===== src/rtl/core/lkm_pkg.sv =====
// ============================================================================
// lkm_pkg: shared types and helpers for the line keyword matcher
// Transfer structs, register indexes, configuration bundle, byte helpers.
// ============================================================================
package lkm_pkg;

    localparam int DEF_KEYWORD_BYTES = 16;
    localparam int DEF_LINE_BYTES    = 2047;
    localparam int DEF_COUNT_BITS    = 24;

    localparam int OUT_COUNT_BITS = 24;
    localparam int KEY_REG_BYTES  = 16;  // bytes held by the two keyword registers
    localparam int KEY_LEN_BITS   = 5;
    localparam int CFG_DATA_BITS  = 64;
    localparam int CFG_INDEX_BITS = 3;

    localparam logic [CFG_INDEX_BITS-1:0] REG_KEY_LOW    = 3'd0;
    localparam logic [CFG_INDEX_BITS-1:0] REG_KEY_HIGH   = 3'd1;
    localparam logic [CFG_INDEX_BITS-1:0] REG_KEY_LEN    = 3'd2;
    localparam logic [CFG_INDEX_BITS-1:0] REG_CASE_SENS  = 3'd3;
    localparam logic [CFG_INDEX_BITS-1:0] REG_WHOLE_WORD = 3'd4;

    typedef struct packed {
        logic [7:0] text_byte;
        logic       end_of_input;
    } in_item_t;

    typedef struct packed {
        logic [OUT_COUNT_BITS-1:0] line_number;
        logic                      line_matched;
        logic [OUT_COUNT_BITS-1:0] matched_lines;
        logic                      last;
    } out_item_t;

    // Decoded configuration; key_len already clamped to 1..KEYWORD_BYTES
    typedef struct packed {
        logic [8*KEY_REG_BYTES-1:0] keyword;
        logic [KEY_LEN_BITS-1:0]    key_len;
        logic                       raw_case;
        logic                       whole_word;
    } cfg_t;

    function automatic logic [7:0] lkm_fold(input logic [7:0] c, input logic case_sens);
        logic [7:0] r;
        r = c;
        if (!case_sens && (c inside {[8'h41:8'h5A]}))
        begin
            r = c + 8'd32;
        end
        return r;
    endfunction

    // Keyword byte at idx, folded; positions past the registers read as zero
    function automatic logic [7:0] lkm_key_byte(input logic [8*KEY_REG_BYTES-1:0] kw,
                                                input logic [31:0] idx,
                                                input logic case_sens);
        logic [7:0] b;
        b = 8'd0;
        if (idx < 32'(KEY_REG_BYTES))
        begin
            b = kw[{idx[3:0], 3'b000} +: 8];
        end
        return lkm_fold(b, case_sens);
    endfunction

    function automatic logic lkm_is_delim(input logic [7:0] c);
        return c inside {8'h20, 8'h09, 8'h0A, 8'h0D, 8'h2C, 8'h2E, 8'h3B,
                         8'h3A, 8'h21, 8'h3F, 8'h22, 8'h28, 8'h29};
    endfunction

endpackage


===== src/rtl/core/line_keyword_matcher.sv =====
// ============================================================================
// line_keyword_matcher: per-line keyword search over a byte stream
// Reports once per line whether the configured keyword occurs in it.
// ============================================================================
// Usage:
//  - Input channel (in_valid/in_ready/in_data) takes one text byte per
//    transfer, with end_of_input set on the final byte of a text.
//  - Output channel (out_valid/out_ready/out_data) gives one result per line:
//    line index, hit flag, running hit count and a last flag. Lines end at
//    LF, after LINE_BYTES bytes, or at the end_of_input byte.
//  - Throughput: one byte per cycle unless the output stalls. The whole
//    per-byte update (window and token compares, counters) is combinational.
//  - Latency: a result is in the output register the cycle after the byte
//    that ends its line is transferred.
//  - Stall: the output register holds its result until taken; in_ready drops
//    only while a result is held and out_ready is low.
//  - Reset (rst_n low, async) empties the output register, zeroes counters
//    and line state, and restores the register defaults (length 1, case
//    folded, substring mode).
//  - Configuration is a write-only port; write only while the block is idle.
// ============================================================================
module line_keyword_matcher #(
    parameter int KEYWORD_BYTES = lkm_pkg::DEF_KEYWORD_BYTES,
    parameter int LINE_BYTES    = lkm_pkg::DEF_LINE_BYTES,
    parameter int COUNT_BITS    = lkm_pkg::DEF_COUNT_BITS
) (
    input  logic                                clk,
    input  logic                                rst_n,
    input  logic                                cfg_write,
    input  logic [lkm_pkg::CFG_INDEX_BITS-1:0]  cfg_index,
    input  logic [lkm_pkg::CFG_DATA_BITS-1:0]   cfg_data,
    input  logic                                in_valid,
    output logic                                in_ready,
    input  lkm_pkg::in_item_t                   in_data,
    output logic                                out_valid,
    input  logic                                out_ready,
    output lkm_pkg::out_item_t                  out_data
);
    import lkm_pkg::*;

    localparam int FILL_W = $clog2(LINE_BYTES + 1);
    localparam int TOK_W  = $clog2(KEYWORD_BYTES + 2);

    cfg_t cfg;

    // line and token state
    logic [FILL_W-1:0]     line_fill_reg,  line_fill_next;
    logic [TOK_W-1:0]      tok_len_reg,    tok_len_next;
    logic                  tok_eq_reg,     tok_eq_next;
    logic                  line_hit_reg,   line_hit_next;
    logic                  zero_seen_reg,  zero_seen_next;
    logic [COUNT_BITS-1:0] line_cnt_reg,   line_cnt_next;
    logic [COUNT_BITS-1:0] hit_cnt_reg,    hit_cnt_next;

    // output register
    logic      out_valid_reg;
    out_item_t out_data_reg, out_data_next;

    logic                  fire;
    logic                  win_match;
    logic [7:0]            c;
    logic [7:0]            c_fold;
    logic                  eoi;
    logic                  delim;
    logic                  active;
    logic                  tok_close_old;
    logic                  tok_mismatch;
    logic                  tok_eq_app;
    logic [TOK_W-1:0]      tok_len_app;
    logic                  tok_close_app;
    logic [FILL_W-1:0]     fill_inc;
    logic                  line_end;
    logic                  word_break;
    logic                  word_app;
    logic                  sub_hit;
    logic                  hit_now;
    logic [COUNT_BITS-1:0] hit_cnt_upd;
    logic [COUNT_BITS-1:0] line_cnt_upd;

    lkm_cfg_regs #(
        .KEYWORD_BYTES(KEYWORD_BYTES)
    ) u_cfg_regs (
        .clk       (clk),
        .rst_n     (rst_n),
        .cfg_write (cfg_write),
        .cfg_index (cfg_index),
        .cfg_data  (cfg_data),
        .cfg       (cfg)
    );

    lkm_window #(
        .KEYWORD_BYTES(KEYWORD_BYTES)
    ) u_window (
        .clk       (clk),
        .rst_n     (rst_n),
        .shift_en  (fire),
        .text_byte (in_data.text_byte),
        .cfg       (cfg),
        .match     (win_match)
    );

    // a new byte enters whenever the output register is free or being drained
    assign in_ready  = !out_valid_reg || out_ready;
    assign fire      = in_valid && in_ready;
    assign out_valid = out_valid_reg;
    assign out_data  = out_data_reg;

    always_comb
    begin
        c      = in_data.text_byte;
        eoi    = in_data.end_of_input;
        c_fold = lkm_fold(c, cfg.raw_case);
        delim  = lkm_is_delim(c);
        // once a zero byte shows up, the rest of the line is ignored
        active = !zero_seen_reg && (c != 8'd0);

        // whole-word: close the current token, or extend it by this byte
        tok_close_old = (tok_len_reg != '0) && (32'(tok_len_reg) == 32'(cfg.key_len)) &&
                        tok_eq_reg;
        tok_mismatch  = (32'(tok_len_reg) >= 32'(cfg.key_len)) ||
                        (c_fold != lkm_key_byte(cfg.keyword, 32'(tok_len_reg),
                                                cfg.raw_case));
        tok_eq_app    = tok_eq_reg && !tok_mismatch;
        tok_len_app   = (32'(tok_len_reg) <= 32'(KEYWORD_BYTES)) ?
                        tok_len_reg + TOK_W'(1) : tok_len_reg;
        tok_close_app = (tok_len_app != '0) && (32'(tok_len_app) == 32'(cfg.key_len)) &&
                        tok_eq_app;

        fill_inc = (line_fill_reg < FILL_W'(LINE_BYTES)) ?
                   line_fill_reg + FILL_W'(1) : line_fill_reg;
        line_end = (c == 8'h0A) || (fill_inc >= FILL_W'(LINE_BYTES)) || eoi;

        word_break = cfg.whole_word && !zero_seen_reg && ((c == 8'd0) || delim);
        word_app   = cfg.whole_word && active && !delim;
        // substring: enough bytes of this line in the window to hold the key
        sub_hit    = !cfg.whole_word && active && win_match &&
                     (32'(line_fill_reg) + 32'd1 >= 32'(cfg.key_len));

        hit_now = line_hit_reg || (word_break && tok_close_old) ||
                  (word_app && line_end && tok_close_app) || sub_hit;

        hit_cnt_upd  = (hit_now && (hit_cnt_reg != '1)) ?
                       hit_cnt_reg + COUNT_BITS'(1) : hit_cnt_reg;
        line_cnt_upd = (line_cnt_reg != '1) ? line_cnt_reg + COUNT_BITS'(1) : line_cnt_reg;

        out_data_next.line_number   = OUT_COUNT_BITS'(line_cnt_reg);
        out_data_next.line_matched  = hit_now;
        out_data_next.matched_lines = OUT_COUNT_BITS'(hit_cnt_upd);
        out_data_next.last          = eoi;

        // defaults: hold
        line_fill_next = line_fill_reg;
        tok_len_next   = tok_len_reg;
        tok_eq_next    = tok_eq_reg;
        line_hit_next  = line_hit_reg;
        zero_seen_next = zero_seen_reg;
        line_cnt_next  = line_cnt_reg;
        hit_cnt_next   = hit_cnt_reg;

        if (line_end)
        begin
            line_fill_next = '0;
            tok_len_next   = '0;
            tok_eq_next    = 1'b1;
            line_hit_next  = 1'b0;
            zero_seen_next = 1'b0;
            // the final line of a text starts the counts over
            line_cnt_next  = eoi ? '0 : line_cnt_upd;
            hit_cnt_next   = eoi ? '0 : hit_cnt_upd;
        end
        else
        begin
            line_fill_next = fill_inc;
            line_hit_next  = hit_now;
            zero_seen_next = zero_seen_reg || (c == 8'd0);
            if (word_break)
            begin
                tok_len_next = '0;
                tok_eq_next  = 1'b1;
            end
            else if (word_app)
            begin
                tok_len_next = tok_len_app;
                tok_eq_next  = tok_eq_app;
            end
        end
    end

    always_ff @(posedge clk or negedge rst_n)
    begin
        if (!rst_n)
        begin
            line_fill_reg <= '0;
            tok_len_reg   <= '0;
            tok_eq_reg    <= 1'b1;
            line_hit_reg  <= 1'b0;
            zero_seen_reg <= 1'b0;
            line_cnt_reg  <= '0;
            hit_cnt_reg   <= '0;
            out_valid_reg <= 1'b0;
        end
        else
        begin
            if (fire)
            begin
                line_fill_reg <= line_fill_next;
                tok_len_reg   <= tok_len_next;
                tok_eq_reg    <= tok_eq_next;
                line_hit_reg  <= line_hit_next;
                zero_seen_reg <= zero_seen_next;
                line_cnt_reg  <= line_cnt_next;
                hit_cnt_reg   <= hit_cnt_next;
            end
            if (fire && line_end)
            begin
                out_valid_reg <= 1'b1;
            end
            else if (out_ready)
            begin
                out_valid_reg <= 1'b0;
            end
        end
    end

    always_ff @(posedge clk)
    begin
        if (fire && line_end)
        begin
            out_data_reg <= out_data_next;
        end
    end

endmodule


===== src/rtl/core/lkm_cfg_regs.sv =====
// ============================================================================
// lkm_cfg_regs: configuration register file
// Write-only registers, decoded into one bundle with the length clamped.
// ============================================================================
module lkm_cfg_regs #(
    parameter int KEYWORD_BYTES = lkm_pkg::DEF_KEYWORD_BYTES
) (
    input  logic                                clk,
    input  logic                                rst_n,
    input  logic                                cfg_write,
    input  logic [lkm_pkg::CFG_INDEX_BITS-1:0]  cfg_index,
    input  logic [lkm_pkg::CFG_DATA_BITS-1:0]   cfg_data,
    output lkm_pkg::cfg_t                       cfg
);
    import lkm_pkg::*;

    logic [CFG_DATA_BITS-1:0] key_low_reg;
    logic [CFG_DATA_BITS-1:0] key_high_reg;
    logic [KEY_LEN_BITS-1:0]  key_len_reg;
    logic                     case_sens_reg;
    logic                     whole_word_reg;
    logic [KEY_LEN_BITS-1:0]  len_clamped;

    always_ff @(posedge clk or negedge rst_n)
    begin
        if (!rst_n)
        begin
            key_low_reg    <= '0;
            key_high_reg   <= '0;
            key_len_reg    <= KEY_LEN_BITS'(1);
            case_sens_reg  <= 1'b0;
            whole_word_reg <= 1'b0;
        end
        else if (cfg_write)
        begin
            case (cfg_index)
                REG_KEY_LOW:    key_low_reg    <= cfg_data;
                REG_KEY_HIGH:   key_high_reg   <= cfg_data;
                REG_KEY_LEN:    key_len_reg    <= cfg_data[KEY_LEN_BITS-1:0];
                REG_CASE_SENS:  case_sens_reg  <= cfg_data[0];
                REG_WHOLE_WORD: whole_word_reg <= cfg_data[0];
                default: ;
            endcase
        end
    end

    // zero reads as one, anything past the keyword size as the size
    always_comb
    begin
        len_clamped = key_len_reg;
        if (key_len_reg == '0)
        begin
            len_clamped = KEY_LEN_BITS'(1);
        end
        else if (32'(key_len_reg) > 32'(KEYWORD_BYTES))
        begin
            len_clamped = KEY_LEN_BITS'(KEYWORD_BYTES);
        end
    end

    assign cfg.keyword    = {key_high_reg, key_low_reg};
    assign cfg.key_len    = len_clamped;
    assign cfg.raw_case   = case_sens_reg;
    assign cfg.whole_word = whole_word_reg;

endmodule


===== src/rtl/core/lkm_window.sv =====
// ============================================================================
// lkm_window: recent-byte window and parallel keyword compare
// Flags when the current byte closes a keyword occurrence ending here.
// ============================================================================
module lkm_window #(
    parameter int KEYWORD_BYTES = lkm_pkg::DEF_KEYWORD_BYTES
) (
    input  logic          clk,
    input  logic          rst_n,
    input  logic          shift_en,
    input  logic [7:0]    text_byte,
    input  lkm_pkg::cfg_t cfg,
    output logic          match
);
    import lkm_pkg::*;

    localparam int WIN = (KEYWORD_BYTES > 1) ? KEYWORD_BYTES - 1 : 1;

    logic [7:0]     recent_reg [WIN];
    logic [WIN-1:0] lane_ok;
    logic           head_ok;

    always_ff @(posedge clk or negedge rst_n)
    begin
        if (!rst_n)
        begin
            for (int i = 0; i < WIN; i++)
            begin
                recent_reg[i] <= 8'd0;
            end
        end
        else if (shift_en)
        begin
            recent_reg[0] <= text_byte;
            for (int i = 1; i < WIN; i++)
            begin
                recent_reg[i] <= recent_reg[i-1];
            end
        end
    end

    // lane i holds the byte i+1 back; it lines up with keyword byte len-2-i
    always_comb
    begin
        for (int i = 0; i < WIN; i++)
        begin
            lane_ok[i] = (32'(i) + 32'd2 > 32'(cfg.key_len)) ||
                         (lkm_fold(recent_reg[i], cfg.raw_case) ==
                          lkm_key_byte(cfg.keyword,
                                       32'(cfg.key_len) - 32'(i) - 32'd2,
                                       cfg.raw_case));
        end
        head_ok = lkm_fold(text_byte, cfg.raw_case) ==
                  lkm_key_byte(cfg.keyword, 32'(cfg.key_len) - 32'd1, cfg.raw_case);
    end

    assign match = head_ok && (&lane_ok);

endmodule


===== config.mk =====
export PLATFORM = sky130hd
export DESIGN_NAME = line_keyword_matcher
export DESIGN_NICKNAME = d
export VERILOG_FILES = /design/src/rtl/core/lkm_pkg.sv /design/src/rtl/core/line_keyword_matcher.sv /design/src/rtl/core/lkm_cfg_regs.sv /design/src/rtl/core/lkm_window.sv
export SDC_FILE = /design/constraint.sdc
export NUM_CORES = 1
export LEC_CHECK = 0
export ABC_AREA = 1
export BUFFER_PORTS_ARGS = -buffer_cell sky130_fd_sc_hd__buf_2
export CAP_MARGIN = 20
export CORE_MARGIN = 5
export CORE_UTILIZATION = 50
export DETAILED_ROUTE_END_ITERATION = 8
export PLACE_DENSITY = 0.68
export SKIP_CTS_REPAIR_TIMING = 1
export SYNTH_ARGS = -nofsm -noshare
export SYNTH_HDL_FRONTEND = slang
export SYNTH_HIERARCHICAL = 1
export SYNTH_SLANG_ARGS = --single-unit

===== constraint.sdc =====
create_clock -name clk -period 7.25 [get_ports clk]
set_clock_uncertainty 0.2 [all_clocks]
set_input_delay 0.725 -clock clk [delete_from_list [all_inputs] [get_ports clk]]
set_output_delay 0.725 -clock clk [all_outputs]
set_load 0.005 [all_outputs]

==> impl_metrics.py <==
metrics = {
    "clock_tree": {
        "htreeDepth": 2,
        "clock_insertion_delay_at_the_later_pin_of_the_skew_report_ns": 0.59,
        "root_buffer": "sky130_fd_sc_hd__clkbuf_16",
        "clk_transition_reported_paths_ns": 0.07,
        "max-clock-path-buffers": 3,
        "tritoncts_num_sinks": 373,
        "cts_inserted_buffers": 43,
        "cts_tree": "done",
    },
    "global_route": {
        "via_count_of_the_first_global_routing_pass": 32434,
        "grt.total_usage": 0.370,
        "overflow": 0,
        "antenna_violations_before_repair": 1,
        "grt_max_degree": 205,
        "wire_length_of_the_first_global_routing_pass_um": 200000,
    },
    "cells_and_area": {
        "final_common_cell": "sky130_fd_sc_hd__nand2_1",
        "largest_register_ffs": 120,
        "finalCoreUtilization": 0.538,
        "share_of_cells_above_drive_strength_1": 0.0717,
        "finalNetCount": 5396,
        "layout.cells.most_common_list": "1927 x sky130_fd_sc_hd__nand2_1, 1094 x sky130_fd_sc_hd__nand3_1, 494 x sky130_fd_sc_hd__inv_1, 320 x sky130_fd_sc_hd__dfrtp_1, 307 x sky130_fd_sc_hd__nor2_1",
        "fillerInstances": 6668,
        "syn2layout_area_growth_pct": 7.10,
    },
    "power": {
        "peakVddDrop_mv": 0.226,
        "leakage_nw": 17.8,
        "design_power_total_mw": 13.1,
        "power_per_cell_area_nw_per_um2": 379,
    },
    "worst_setup_path": {
        "worstRegToRegCells": 31,
        "r2r_endpoint": "out_data[3]",
        "crit_required_ns": 7.40,
        "regToRegStartpoint": "u_cfg_regs/key_len_reg[4]",
        "arrival_ns": 7.02,
        "crit_path_top_delay_cell": "sky130_fd_sc_hd__nor2_2",
        "endpoint_kind": "flop",
        "critical_path_peak_fanout": 39,
        "critical_path.most_common_cell": "sky130_fd_sc_hd__nand2_1",
        "max_stage_delay_ns": 0.53,
        "worst-setup-path-type": "flop to flop",
        "critical_path.startpoint_type": "flop",
        "worst-r2r-setup-slack_ns": 0.38,
    },
    "timing": {
        "final_max_slew_viol_count": 0,
        "period_share": 0.948,
        "timing.final.setup_violations": 0,
        "clock.fmax_ghz": 0.146,
        "layout_min_cycle_time_ns": 6.87,
        "hold_slack_ns": -0.0441,
        "max-slew-margin-rel": 0.255,
        "rsz0062_at_grt": "no",
        "report.final.hold_viol_count": 21,
        "final.setup.tns_ns": 0,
        "timing_worst_slew_pin_value_ns": 1.12,
    },
    "route": {
        "overall_via_count_from_detail_route": 35964,
        "drtPass1Iterations": 9,
        "detail_route.wl_per_cell_um": 21.9,
        "drc": 0,
        "drtAntennaViolNets": 0,
        "drt-vias-per-instance": 5.88,
        "wirelength_um": 134000,
        "drt_first_iter_violations": 4972,
    },
    "place": {
        "place.gp.congestion": 1.15,
        "numPortBuffers": 132,
        "dp.final_hpwl_um": 104000,
    },
    "logic_synthesis": {
        "async_reset_ff_frac": 0.866,
        "netlist_instances": 5232,
        "post_synth_instance_area_um2": 32200,
        "synth_flop_cell": "sky130_fd_sc_hd__dfrtp_1",
        "postSynthAreaPerCell_um2": 6.16,
        "synth-seq-area-share": 0.297,
        "synth_seq_cells": 373,
        "total_nets_after_synthesis": 5396,
        "synthDistinctLibCells": 59,
        "yosys_warnings": 6,
        "synth-edff-count": 50,
    },
    "outcome": {
        "status": "finished, violations left",
        "violations": "negative hold slack",
    },
    "hold_path": {
        "min-delay-path-class": "input pin to async pin",
    },
    "floorplanning": {
        "core.rowCount": 93,
        "starting_density_of_the_core": 0.503,
        "io_pins": 133,
        "dieArea_um2": 69700,
        "fp.dieH_um": 264,
        "fp.dieW_um": 264,
        "fp.coreArea_um2": 64100,
    },
    "run": {
        "maxCapViolations": 0,
    },
}
-- per-stage QoR --
stage / setup slack, ns / std cells / cell area, um^2
after floorplan: 1.64 / 5232 / 32200
after global placement: 0.703 / 6042 / 33100
after detailed placement: 0.565 / 6042 / 33100
after CTS: 0.557 / 6116 / 34500
after global routing: 0.0510 / 6117 / 34500
final: 0.378 / 6117 / 34500
-- report_power, final --
group	switching, mW	internal, mW
combinational	5.76	2.06
clock	0.912	1.33
sequential	0.572	2.44
total	7.24	5.83
-- cells by family after synthesis --
logic type                 synth area share
xor gates and xnor gates             0.0209
AOI/OAI and AO/OA                    0.0525
buffers and inverters                 0.103
DFF                                   0.297
adders and majority gates            0.0322
and+or+nand+nor                       0.494
muxes                              0.000349
-- worst max-delay path by stage --
stage / slack, ns / endpoint / cells past startpoint / start
5_1_grt: 0.05 / out_data[2] / 31 / u_cfg_regs/key_len_reg[4]
2_1_floorplan: 1.64 / out_data[7] / 33 / u_cfg_regs/key_len_reg[4]
4_1_cts: 0.56 / out_data[2] / 31 / u_cfg_regs/key_len_reg[4]
3_3_place_gp: 0.70 / out_data[2] / 31 / u_cfg_regs/key_len_reg[4]
6_report: 0.38 / out_data[3] / 31 / u_cfg_regs/key_len_reg[4]
3_5_place_dp: 0.56 / out_data[2] / 31 / u_cfg_regs/key_len_reg[4]
-- cell type report --
class                           count  area (um^2)  share of cell area
Multi-Input combinational cell   4107        19400               0.561
Inverter                          527         2000              0.0578
Clock buffer                       57         1190              0.0344
Antenna cell                        1         2.50           0.0000725
Sequential cell                   373         9590               0.278
Tap cell                          855         1070              0.0310
Clock inverter                     17          240             0.00696
Timing Repair Buffer              180         1070              0.0309
-- Yosys cell counts (16+ instances only) --
library cell                  n  area [um^2]
sky130_fd_sc_hd__buf_6       21          236
sky130_fd_sc_hd__nand3_2     24          240
sky130_fd_sc_hd__edfxtp_1    50         1500
sky130_fd_sc_hd__xor2_1      65          569
sky130_fd_sc_hd__and2_1      26          163
sky130_fd_sc_hd__nand2_1   1927         7230
sky130_fd_sc_hd__nor4_1      16          100
sky130_fd_sc_hd__nand2_2     18          113
sky130_fd_sc_hd__buf_2       92          460
sky130_fd_sc_hd__nand3_1   1094         5480
sky130_fd_sc_hd__inv_1      494         1850
sky130_fd_sc_hd__a21oi_1     56          280
sky130_fd_sc_hd__buf_4       44          330
sky130_fd_sc_hd__nor2_2      25          156
sky130_fd_sc_hd__nor3_1      54          270
sky130_fd_sc_hd__inv_2       21         78.8
sky130_fd_sc_hd__clkbuf_1    54          203
sky130_fd_sc_hd__nor2_1     311         1170
sky130_fd_sc_hd__nand4_1     91          569
sky130_fd_sc_hd__ha_1        83         1040
sky130_fd_sc_hd__nand3b_1    20          150
sky130_fd_sc_hd__dfrtp_1    321         8030
sky130_fd_sc_hd__o21ai_0    193          966
-- worst max-delay path: cells and delay by family (launching register included) --
family	cells	cell delay (ns)
flops	1	0.49
buf+inv	5	1.06
xor+xnor	1	0.19
fa+ha+maj	3	0.91
simple gates	21	3.56
compound gates	1	0.18
-- per-layer routing --
metal,part of all wire,routed length (um),global-route usage,vias to the layer above
met4,0.078,10500,0.224,0
met1,0.41,54600,0.508,16645
met5,0,0,0,-
li1,-,-,-,16979
met2,0.41,54700,0.535,1932
met3,0.11,14400,0.0826,408
No activity file was read; power rests on OpenSTA's default activity.
